<file path="src/bdlp_pkg.sv">
// Shared types and constants for the button debounce and long press unit
`default_nettype none

package bdlp_pkg;

	localparam int TIME_BITS_DEF = 32;
	localparam int NOW_W = 32;
	localparam int CFG_W = 16;
	localparam int CFG_IDX_W = 8;
	localparam int CFG_DATA_W = 32;

	localparam logic [CFG_IDX_W-1:0] REG_DEBOUNCE   = 8'd0;
	localparam logic [CFG_IDX_W-1:0] REG_LONG_PRESS = 8'd1;

	localparam logic [CFG_W-1:0] DEBOUNCE_RST   = 16'd50;
	localparam logic [CFG_W-1:0] LONG_PRESS_RST = 16'd1000;

	typedef enum logic [1:0] {
		EV_NONE  = 2'd0,
		EV_SHORT = 2'd1,
		EV_LONG  = 2'd2
	} ev_t;

	typedef struct packed {
		logic             up_level;
		logic             select_level;
		logic [NOW_W-1:0] now_ms;
	} poll_t;

	typedef struct packed {
		logic [1:0] up_event;
		logic [1:0] select_event;
		logic       up_beep;
		logic       select_beep;
	} result_t;

	typedef struct packed {
		logic [CFG_W-1:0] debounce_ms;
		logic [CFG_W-1:0] long_press_ms;
	} cfg_t;

	// per-button outcome of one poll
	typedef struct packed {
		ev_t  ev;
		logic beep;
	} btn_res_t;

endpackage

`default_nettype wire

</file>
<file path="src/bdlp_button.sv">
// Per-button debounce state and press classification
`default_nettype none

module bdlp_button #(
	parameter int TIME_BITS = bdlp_pkg::TIME_BITS_DEF
) (
	input  wire logic                 clk,
	input  wire logic                 arst_n,
	input  wire logic                 en,
	input  wire logic                 level,
	input  wire logic [TIME_BITS-1:0] now,
	input  wire bdlp_pkg::cfg_t       cfg,
	output bdlp_pkg::btn_res_t        res
);

	logic                 last_raw_q;
	logic                 deb_q;
	logic [TIME_BITS-1:0] change_stamp_q;
	logic [TIME_BITS-1:0] press_stamp_q;
	logic                 long_rep_q;

	logic                 raw_chg;
	logic                 settle;
	logic                 deb_n;
	logic [TIME_BITS-1:0] press_n;
	logic                 lr_n;
	logic                 long_hit;
	logic [TIME_BITS-1:0] dt_chg;
	logic [TIME_BITS-1:0] dt_press;

	assign raw_chg = level != last_raw_q;
	assign dt_chg  = now - change_stamp_q;
	assign settle  = !raw_chg && (level != deb_q) && (dt_chg >= TIME_BITS'(cfg.debounce_ms));

	always_comb begin
		deb_n   = deb_q;
		press_n = press_stamp_q;
		lr_n    = long_rep_q;
		if (settle) begin
			deb_n   = level;
			press_n = level ? '0 : now;
			lr_n    = 1'b0;
		end
	end

	// a zero stamp marks no press running
	assign dt_press = now - press_n;
	assign long_hit = !raw_chg && !deb_n && !lr_n && (press_n != '0) &&
		(dt_press >= TIME_BITS'(cfg.long_press_ms));

	always_comb begin
		res.beep = settle && !level;
		res.ev   = bdlp_pkg::EV_NONE;
		if (long_hit) begin
			res.ev = bdlp_pkg::EV_LONG;
		end else if (settle && level && !long_rep_q) begin
			res.ev = bdlp_pkg::EV_SHORT;
		end
	end

	always_ff @(posedge clk or negedge arst_n) begin
		if (!arst_n) begin
			last_raw_q     <= 1'b1;
			deb_q          <= 1'b1;
			change_stamp_q <= '0;
			press_stamp_q  <= '0;
			long_rep_q     <= 1'b0;
		end else if (en) begin
			if (raw_chg) begin
				last_raw_q     <= level;
				change_stamp_q <= now;
			end else begin
				deb_q         <= deb_n;
				press_stamp_q <= press_n;
				long_rep_q    <= lr_n | long_hit;
			end
		end
	end

endmodule

`default_nettype wire

</file>
<file path="src/button_debounce_long_press_unit.sv">
// Top level: poll register, two button slices, result register, config registers
//
//  channel  signals                           word
//  in       in_valid / in_ready / in_data     poll_t: two raw levels, ms timestamp
//  out      out_valid / out_ready / out_data  result_t: events and beeps per button
//  cfg      cfg_valid / cfg_ready             cfg_index, cfg_data (low 16 bits kept)
//
// One poll per cycle unless the result stalls; the result is registered.
// The input register feeds the button slices, whose state and the result
// register load together on the same edge, so back-to-back polls see fresh state.
// A stalled result holds the input register; in_ready drops only when both are full.
// Reset restores released levels, zero stamps and the default times.
`default_nettype none

module button_debounce_long_press_unit #(
	parameter int TIME_BITS = bdlp_pkg::TIME_BITS_DEF
) (
	input  wire logic                              clk,
	input  wire logic                              arst_n,
	input  wire logic                              in_valid,
	output logic                                   in_ready,
	input  wire bdlp_pkg::poll_t                   in_data,
	output logic                                   out_valid,
	input  wire logic                              out_ready,
	output bdlp_pkg::result_t                      out_data,
	input  wire logic                              cfg_valid,
	output logic                                   cfg_ready,
	input  wire logic [bdlp_pkg::CFG_IDX_W-1:0]    cfg_index,
	input  wire logic [bdlp_pkg::CFG_DATA_W-1:0]   cfg_data
);

	bdlp_pkg::cfg_t     cfg_q;
	bdlp_pkg::poll_t    poll_s1;
	logic               valid_s1;
	bdlp_pkg::result_t  out_q;
	logic               out_valid_q;
	logic               adv;
	logic               fire;
	logic [TIME_BITS-1:0] now_t;
	bdlp_pkg::btn_res_t up_res;
	bdlp_pkg::btn_res_t sel_res;

	assign cfg_ready = 1'b1;

	always_ff @(posedge clk or negedge arst_n) begin
		if (!arst_n) begin
			cfg_q.debounce_ms   <= bdlp_pkg::DEBOUNCE_RST;
			cfg_q.long_press_ms <= bdlp_pkg::LONG_PRESS_RST;
		end else if (cfg_valid) begin
			case (cfg_index)
				bdlp_pkg::REG_DEBOUNCE:   cfg_q.debounce_ms   <= cfg_data[bdlp_pkg::CFG_W-1:0];
				bdlp_pkg::REG_LONG_PRESS: cfg_q.long_press_ms <= cfg_data[bdlp_pkg::CFG_W-1:0];
				default: ;
			endcase
		end
	end

	assign adv      = !out_valid_q || out_ready;
	assign fire     = valid_s1 && adv;
	assign in_ready = !valid_s1 || adv;

	always_ff @(posedge clk or negedge arst_n) begin
		if (!arst_n) begin
			valid_s1 <= 1'b0;
		end else if (in_ready) begin
			valid_s1 <= in_valid;
		end
	end

	always_ff @(posedge clk) begin
		if (in_ready && in_valid) begin
			poll_s1 <= in_data;
		end
	end

	assign now_t = TIME_BITS'(poll_s1.now_ms);

	bdlp_button #(.TIME_BITS(TIME_BITS)) u_up (
		.clk    (clk),
		.arst_n (arst_n),
		.en     (fire),
		.level  (poll_s1.up_level),
		.now    (now_t),
		.cfg    (cfg_q),
		.res    (up_res)
	);

	bdlp_button #(.TIME_BITS(TIME_BITS)) u_sel (
		.clk    (clk),
		.arst_n (arst_n),
		.en     (fire),
		.level  (poll_s1.select_level),
		.now    (now_t),
		.cfg    (cfg_q),
		.res    (sel_res)
	);

	always_ff @(posedge clk or negedge arst_n) begin
		if (!arst_n) begin
			out_valid_q <= 1'b0;
		end else if (adv) begin
			out_valid_q <= valid_s1;
		end
	end

	always_ff @(posedge clk) begin
		if (fire) begin
			out_q.up_event     <= up_res.ev;
			out_q.select_event <= sel_res.ev;
			out_q.up_beep      <= up_res.beep;
			out_q.select_beep  <= sel_res.beep;
		end
	end

	assign out_valid = out_valid_q;
	assign out_data  = out_q;

`ifndef NO_ASSERTIONS
	a_no_bad_event: assert property (@(posedge clk) disable iff (!arst_n)
		out_valid |-> (out_data.up_event != 2'd3) && (out_data.select_event != 2'd3))
		else $error("event code out of range");

	a_beep_not_short: assert property (@(posedge clk) disable iff (!arst_n)
		out_valid && out_data.up_beep |-> out_data.up_event != bdlp_pkg::EV_SHORT)
		else $error("beep together with short event");

	a_stall_only_full: assert property (@(posedge clk) disable iff (!arst_n)
		!in_ready |-> valid_s1 && out_valid_q && !out_ready)
		else $error("input stalled without a full pipe");

	a_result_from_poll: assert property (@(posedge clk) disable iff (!arst_n)
		$rose(out_valid) |-> $past(valid_s1))
		else $error("result without a poll");
`endif

endmodule

`default_nettype wire

</file>
<file path="config.mk">
export PLATFORM = sky130hd
export DESIGN_NAME = button_debounce_long_press_unit
export DESIGN_NICKNAME = d
export VERILOG_FILES = /design/src/bdlp_pkg.sv /design/src/bdlp_button.sv /design/src/button_debounce_long_press_unit.sv
export SDC_FILE = /design/constraint.sdc
export NUM_CORES = 1
export LEC_CHECK = 0
export BUFFER_PORTS_ARGS = -buffer_cell sky130_fd_sc_hd__buf_4
export CAP_MARGIN = 10
export CORE_ASPECT_RATIO = 1.75
export CORE_MARGIN = 2
export CORE_UTILIZATION = 54
export DETAILED_ROUTE_END_ITERATION = 12
export GPL_TIMING_DRIVEN = 1
export PLACE_DENSITY = 0.7
export SLEW_MARGIN = 40
export SYNTH_ARGS = -nofsm -noshare
export SYNTH_HDL_FRONTEND = slang
export SYNTH_SLANG_ARGS = --single-unit
export TNS_END_PERCENT = 50
</file>
<file path="constraint.sdc">
create_clock -name clk -period 21.5 [get_ports clk]
set_clock_uncertainty 0.1 [all_clocks]
set_input_delay 3.225 -clock clk [delete_from_list [all_inputs] [get_ports clk]]
set_output_delay 3.225 -clock clk [all_outputs]
set_load 0.05 [all_outputs]
</file>
Word level (Yosys, flattened, before mapping) --
Index checks and enable logic that the tools add are counted.
Word-level totals: memory bits (read-only) 0, bits in writable memories 0, memories 0, flip-flop bits (word level) 208, latch bits 0, input port bits 79, output and inout bits 9
Operators by class: div/mod/pow operators 0, shift-type cells 0, reduce and logical (&&, ||, !) cells 43, equality and inequality tests 5, bitwise gates (word level) 4, muxes and demuxes 10, $add $sub $neg 4, magnitude comparators 4, multiply operators 0
Operators by type and width (number):
- >= comparator 32 x 16 -> 1 bit | 4
- two-way mux 32 bit | 4
- subtractor 32 bit | 4
- nonzero test 32 bit | 2
- logical AND 1 bit | 20
- logical NOT 1 bit | 12
- AND reduction 2 bit | 6
- == test 8 x 1 -> 1 bit, second input constant | 1
- logical NOT 8 bit | 1
- two-way mux 1 bit | 6
- inequality test 1 bit | 4
- logical OR 1 bit | 2
- NOT 1 bit | 2
- OR 1 bit | 2

Longest topological paths before layout --
depth in word-level cells 11, mapped depth 50

By module --
Synthesis repeated with hierarchy kept, for this count alone.
Second synthesis, totals: cell total of the unflattened synthesis 2109, area total of the unflattened synthesis 18596.6 sq um
By module, submodules not included:
- bdlp_button at u_up | area each 8196.6 sq um, seq. area each 1679.1 sq um, cells each 1034, instances 1
- bdlp_button at u_sel | area each 7808.7 sq um, seq. area each 1679.1 sq um, cells each 953, instances 1
- button_debounce_long_press_unit | area each 2591.2 sq um, seq. area each 2063.2 sq um, cells each 122, instances 1

Worst setup path before layout --
Ideal clock, no wire load.
path kind register to register, from reg poll_s1 (netlist bit now_t[2]), to reg out_q (netlist bit out_data[5]), data pin, clock period less this slack 9.361 ns, required time 21.141 ns, slack 12.139 ns, cell stages (with the launch flop) 48, arrival time 9.001 ns, path buffers 3, path through edfxtp_1 ha_1 o21ai_0 a21oi_1 o311a_1 nor2_1 nor2_1 nand2_1 nand3_1 a21oi_1 xnor2_1 ha_1 a21o_1 a21oi_1 o22ai_1 nor4_1 nand4_1 nor4_1 [12 not listed] o21ai_0 a21o_1 a221oi_1 xnor2_1 ha_1 nor2b_1 o21ai_0 nand3_1 a211o_1 a211oi_1 o221ai_1 nor3_1 o21ai_0 or3_1 a2111oi_2 nand4_1 o31ai_2 inv_1
On the way: longest elaborated chain between the ends 9, elaborated cells between the ends (all ways) 16, those cells by class add/sub: 2; order compare: 2; mux: 4; reduce/logical: 8
Ends and longest elaborated chain:
- start: declaration | RTL line button_debounce_long_press_unit.sv:33 | bdlp_pkg::poll_t poll_s1;
- start signal: assignment | RTL line button_debounce_long_press_unit.sv:72 | poll_s1 <= in_data;
- parallel branches: the longest is 8 deep, another holds subtractor 32 bit
- logical AND 1 bit * | RTL line bdlp_button.sv:48 | assign long_hit = !raw_chg && !deb_n && !lr_n && (press_n != '0) &&
- net u_up.long_hit | RTL line bdlp_button.sv:27 | logic long_hit;
- end: declaration | RTL line button_debounce_long_press_unit.sv:35 | bdlp_pkg::result_t out_q;
Mark *: on every way through the listed nets, which the timed path passes. A chain may end at the register's enable or synchronous reset.

Final worst setup path --
from reg poll_s1 (netlist bit now_t[0]), to reg out_q (netlist bit out_data[5]), data pin
On the way: elaborated cells between the ends (all ways) 16, those cells by class add/sub: 2; order compare: 2; mux: 4; reduce/logical: 8
RTL lines:
- subtractor 32 bit | RTL line bdlp_button.sv:32 | assign dt_chg = now - change_stamp_q;
- >= comparator 32 x 16 -> 1 bit | RTL line bdlp_button.sv:33 | assign settle = !raw_chg && (level != deb_q) && (dt_chg >= TIME_BITS'(cfg.debounce_ms));
- logical AND 1 bit | RTL line bdlp_button.sv:33
- two-way mux 32 bit * | RTL line bdlp_button.sv:39 | if (settle) begin
- net u_up.press_n[0] | RTL line bdlp_button.sv:25 | logic [TIME_BITS-1:0] press_n;
- subtractor 32 bit or nonzero test 32 bit (tied branches) | RTL line bdlp_button.sv:47, bdlp_button.sv:48
- >= comparator 32 x 16 -> 1 bit or logical AND 1 bit (tied branches) | RTL line bdlp_button.sv:49, bdlp_button.sv:48
- logical AND 1 bit * | RTL line bdlp_button.sv:48
- net u_up.long_hit | RTL line bdlp_button.sv:27
Mark *: on every way through the listed nets, which the timed path passes. The rest lies on a longest branch.

==> results_dict.tcl <==
set metrics [dict create \
    wl_per_cell_um 24.55 \
    synth-main-ff-cell "dfrtp_1" \
    io_buffers 70 \
    drc 0 \
    hp-class "reg -> reg" \
    p_per_area_nw_per_um2 137.5 \
    p_leak_nw 8.988 \
    worstSkewPairLatency_ps 570 \
    cp-start-kind "register" \
    synth_area_sq_um 18670 \
    p_int_mw 1.483 \
    grt_start_max_net_pins 63 \
    cts_tree "yes" \
    clk_pin_slew_ps 70 \
    drv_slew 0 \
    crit_required_ps 21710 \
    swShare_pct 47.54 \
    root_buffer "clkbuf_16" \
    worstHoldStart "u_up.last_raw_q" \
    die_width_um 144.5 \
    slowest_delay_ps 690 \
    drt_wl_total_um 64650 \
    grt_pass1_vias 17055 \
    cts_max_level 1 \
    seqPwrFrac_pct 20.6 \
    cts.sinks 208 \
    r2r_start "now_t[0]" \
    dieArea_sq_um 36130 \
    clock_path_buffers 3 \
    reg2reg_setup_slack_ps 9170 \
    worstPathArrival_ps 12540 \
    cp_slowest_cell "a2111oi_2" \
    end_kind "register" \
    p_comb_share_pct 64.0 \
    setup.worst_path.start "now_t[0]" \
    hold_depth 2 \
    ioPinCount 88 \
    grt_pass1_wl_um 97540 \
    grt_antenna_before_repair 0 \
    status "completed" \
    hold_end "u_up.last_raw_q" \
    cts_resized 0 \
    r2r_cells 45 \
    async_reset_ff_share_pct 80.77 \
    synth.distinct_cells 106 \
    yosysWarnings 0 \
    worst_slew_pin_slew_ps 865.8 \
    setup_viol 0 \
    drtAntennaViolNets 0 \
    nFillCells 3180 \
    die_y_um 249.9 \
    clock_power_share_pct 15.4 \
    multi_input_area_sq_um 12370 \
    finalPower_mw 2.827 \
    cts_setup_buffers 0 \
    finalCritPeriodShare_pct 57.33 \
    grt_usage_pct 35.65 \
    fmax_ghz 0.08113 \
    period_needed_ps 12330 \
    synthCells 2110 \
    layout-drive-gt1-share_pct 13.80 \
    cts_hold_buf 0 \
    maxCapViolations 0 \
    grt-ovfl-total 0 \
    design.core.area_sq_um 34230 \
    antenna_cells 0 \
    via_per_inst 6.576 \
    power.switching_mw 1.344 \
    synth_edf_count 40 \
    yosysSeqAreaShare_pct 29.05 \
    hpwl_um 48710 \
    initialDrtViolationCount 1353 \
    start_util_pct 54.52 \
    rsz0062_at_grt "no" \
    gp_congestion 0.9670 \
    crit_path_max_fanout 19 \
    ir_drop_uv 92.82 \
    synth_fp_nets 2383 \
    ys_ff_latch 208 \
    cts_buffers 23 \
    reg2reg_to "out_data[5]" \
    crit_type "reg -> reg" \
    hold_viol_final 0 \
    vias 17321 \
    seqCellArea_sq_um 5421 \
    relSlewSlack_pct 42.12 \
    num_rows 90 \
    area_growth_pct 10.12 \
    syn_area_per_cell_sq_um 8.846 \
    setup_tns_ps 0 \
    finalNetCount 2430 \
    dr.pass1.iters 5 \
]
-- through the flow --
stage / util, % / hold slack, ps / instances / setup WS [ps] / instance area (sq um)
finish: 60.04 / 389.6 / 2634 / 9174 / 20550
global route: 60.04 / 416.6 / 2634 / 8745 / 20550
CTS: 59.94 / 392.3 / 2633 / 9371 / 20520
detailed placement: 57.59 / 381.3 / 2591 / 9441 / 19710
global placement: 57.57 / 370.8 / 2591 / 9430 / 19710
floorplan: - / 353.8 / 2110 / 12140 / 18670
-- sequential cells by signal (all words and copies together), names as in the netlist --
name and count:
out_data 6, u_sel.long_rep_q 1, valid_s1 1, u_up.long_rep_q 1, now_t 32, u_up.change_stamp_q 32, u_sel.last_raw_q 1, u_up.press_stamp_q 32
u_sel.press_stamp_q 32, u_sel.deb_q 1, u_sel.change_stamp_q 32, u_up.deb_q 1, poll_s1 2, cfg_q 32, u_up.last_raw_q 1, out_valid 1
-- synth_stat cells, drive strengths merged (8+ instances only) --
cell | instances | area (sq um)
a2111oi | 8 | 102.6
a211o | 11 | 96.34
a211oi | 22 | 187.7
a21boi | 10 | 75.07
a21o | 75 | 563.0
a21oi | 172 | 898.4
a22o | 65 | 569.3
a22oi | 64 | 485.5
a31oi | 21 | 131.4
and2 | 17 | 108.9
and3 | 22 | 137.6
and4 | 8 | 70.07
buf | 24 | 145.1
clkbuf | 69 | 259.0
dfrtp | 155 | 3879
dfstp | 13 | 341.6
edfxtp | 40 | 1201
ha | 192 | 2402
inv | 132 | 495.5
mux2 | 80 | 900.9
mux2i | 16 | 160.2
nand2 | 155 | 581.8
nand2b | 29 | 181.4
nand3 | 55 | 275.3
nand3b | 9 | 67.56
nand4 | 49 | 306.5
nor2 | 110 | 412.9
nor2b | 20 | 125.1
nor3 | 29 | 145.1
nor3b | 9 | 67.56
nor4 | 31 | 215.2
o2111ai | 9 | 78.83
o211ai | 20 | 160.2
o21a | 32 | 240.2
o21ai | 111 | 563.0
o21bai | 20 | 150.1
o31ai | 13 | 130.1
or2 | 9 | 58.81
or3 | 17 | 106.4
or4 | 11 | 86.33
xnor2 | 43 | 376.6
xor2 | 32 | 287.8
-- routing by layer --
| metal | vias to the layer above | global-route usage [%] | wire [um] |
|---|---|---|---|
| li1 | 8076 | - | - |
| met1 | 8392 | 40.14 | 23820 |
| met2 | 613 | 60.38 | 31680 |
| met3 | 240 | 4.470 | 3220 |
| met4 | 0 | 26.88 | 5932 |
| met5 | - | 0 | 0 |
-- cell families after synthesis --
logic type	synth area share, %
xor gates and xnor gates	3.559
muxes	5.684
buffers and inverters	4.820
and+or+nand+nor	16.44
other	0.02009
AOI/OAI and AO/OA	27.35
adders and majority gates	13.08
DFF	29.05
-- placed cells by master, fill, tap and decap left out, types with 28 or more instances in the layout --
cell type / count
a22oi_1: 63
inv_1: 132
buf_4: 112
a21oi_1: 164
nand4_1: 49
dfrtp_1: 155
nand2_1: 155
xnor2_1: 43
nand3_1: 55
ha_1: 192
a21o_1: 75
mux2_2: 80
nand2b_1: 29
nor3_1: 28
o21ai_0: 101
nor2_1: 108
edfxtp_1: 40
o21a_1: 32
nor4_1: 28
xor2_1: 31
a22o_1: 65
-- power groups by stage --
| stage | logic [mW] | clock network (mW) | registers (mW) |
|---|---|---|---|
| 2_1_floorplan | 1.33 | 0 | 0.579 |
| 3_3_place_gp | 1.73 | 0 | 0.582 |
| 3_5_place_dp | 1.76 | 0 | 0.587 |
| 4_1_cts | 1.78 | 0.442 | 0.581 |
| 5_1_grt | 1.99 | 0.453 | 0.594 |
| 6_report | 1.81 | 0.435 | 0.584 |
-- worst max-delay path, delay by kind of cell (launching register included) --
kind                       cells  cell delay, ps
DFF                            1             550
xor gates and xnor gates       2             330
adders and majority gates      5            1470
AOI/OAI and AO/OA             15            3640
and+or+nand+nor               18            5020
buffers and inverters          5             930
-- how the worst max path moves through the flow --
stage,endpoint,slack (ps),cells past startpoint
2_1_floorplan,out_data[5],12140,47
3_3_place_gp,out_data[5],9430,45
3_5_place_dp,out_data[5],9440,45
4_1_cts,out_data[5],9370,45
5_1_grt,out_data[5],8750,45
6_report,out_data[5],9170,45
-- cell type report --
class | instances | share of cell area (%)
multi-input cells | 1677 | 60.19
repair buffers | 115 | 4.298
clock buffers | 32 | 3.166
clock inverters | 10 | 0.7549
flip-flops and latches | 208 | 26.38
well taps | 460 | 2.800
inverters | 132 | 2.411
Note: power is estimated with default switching activity, not from simulation.
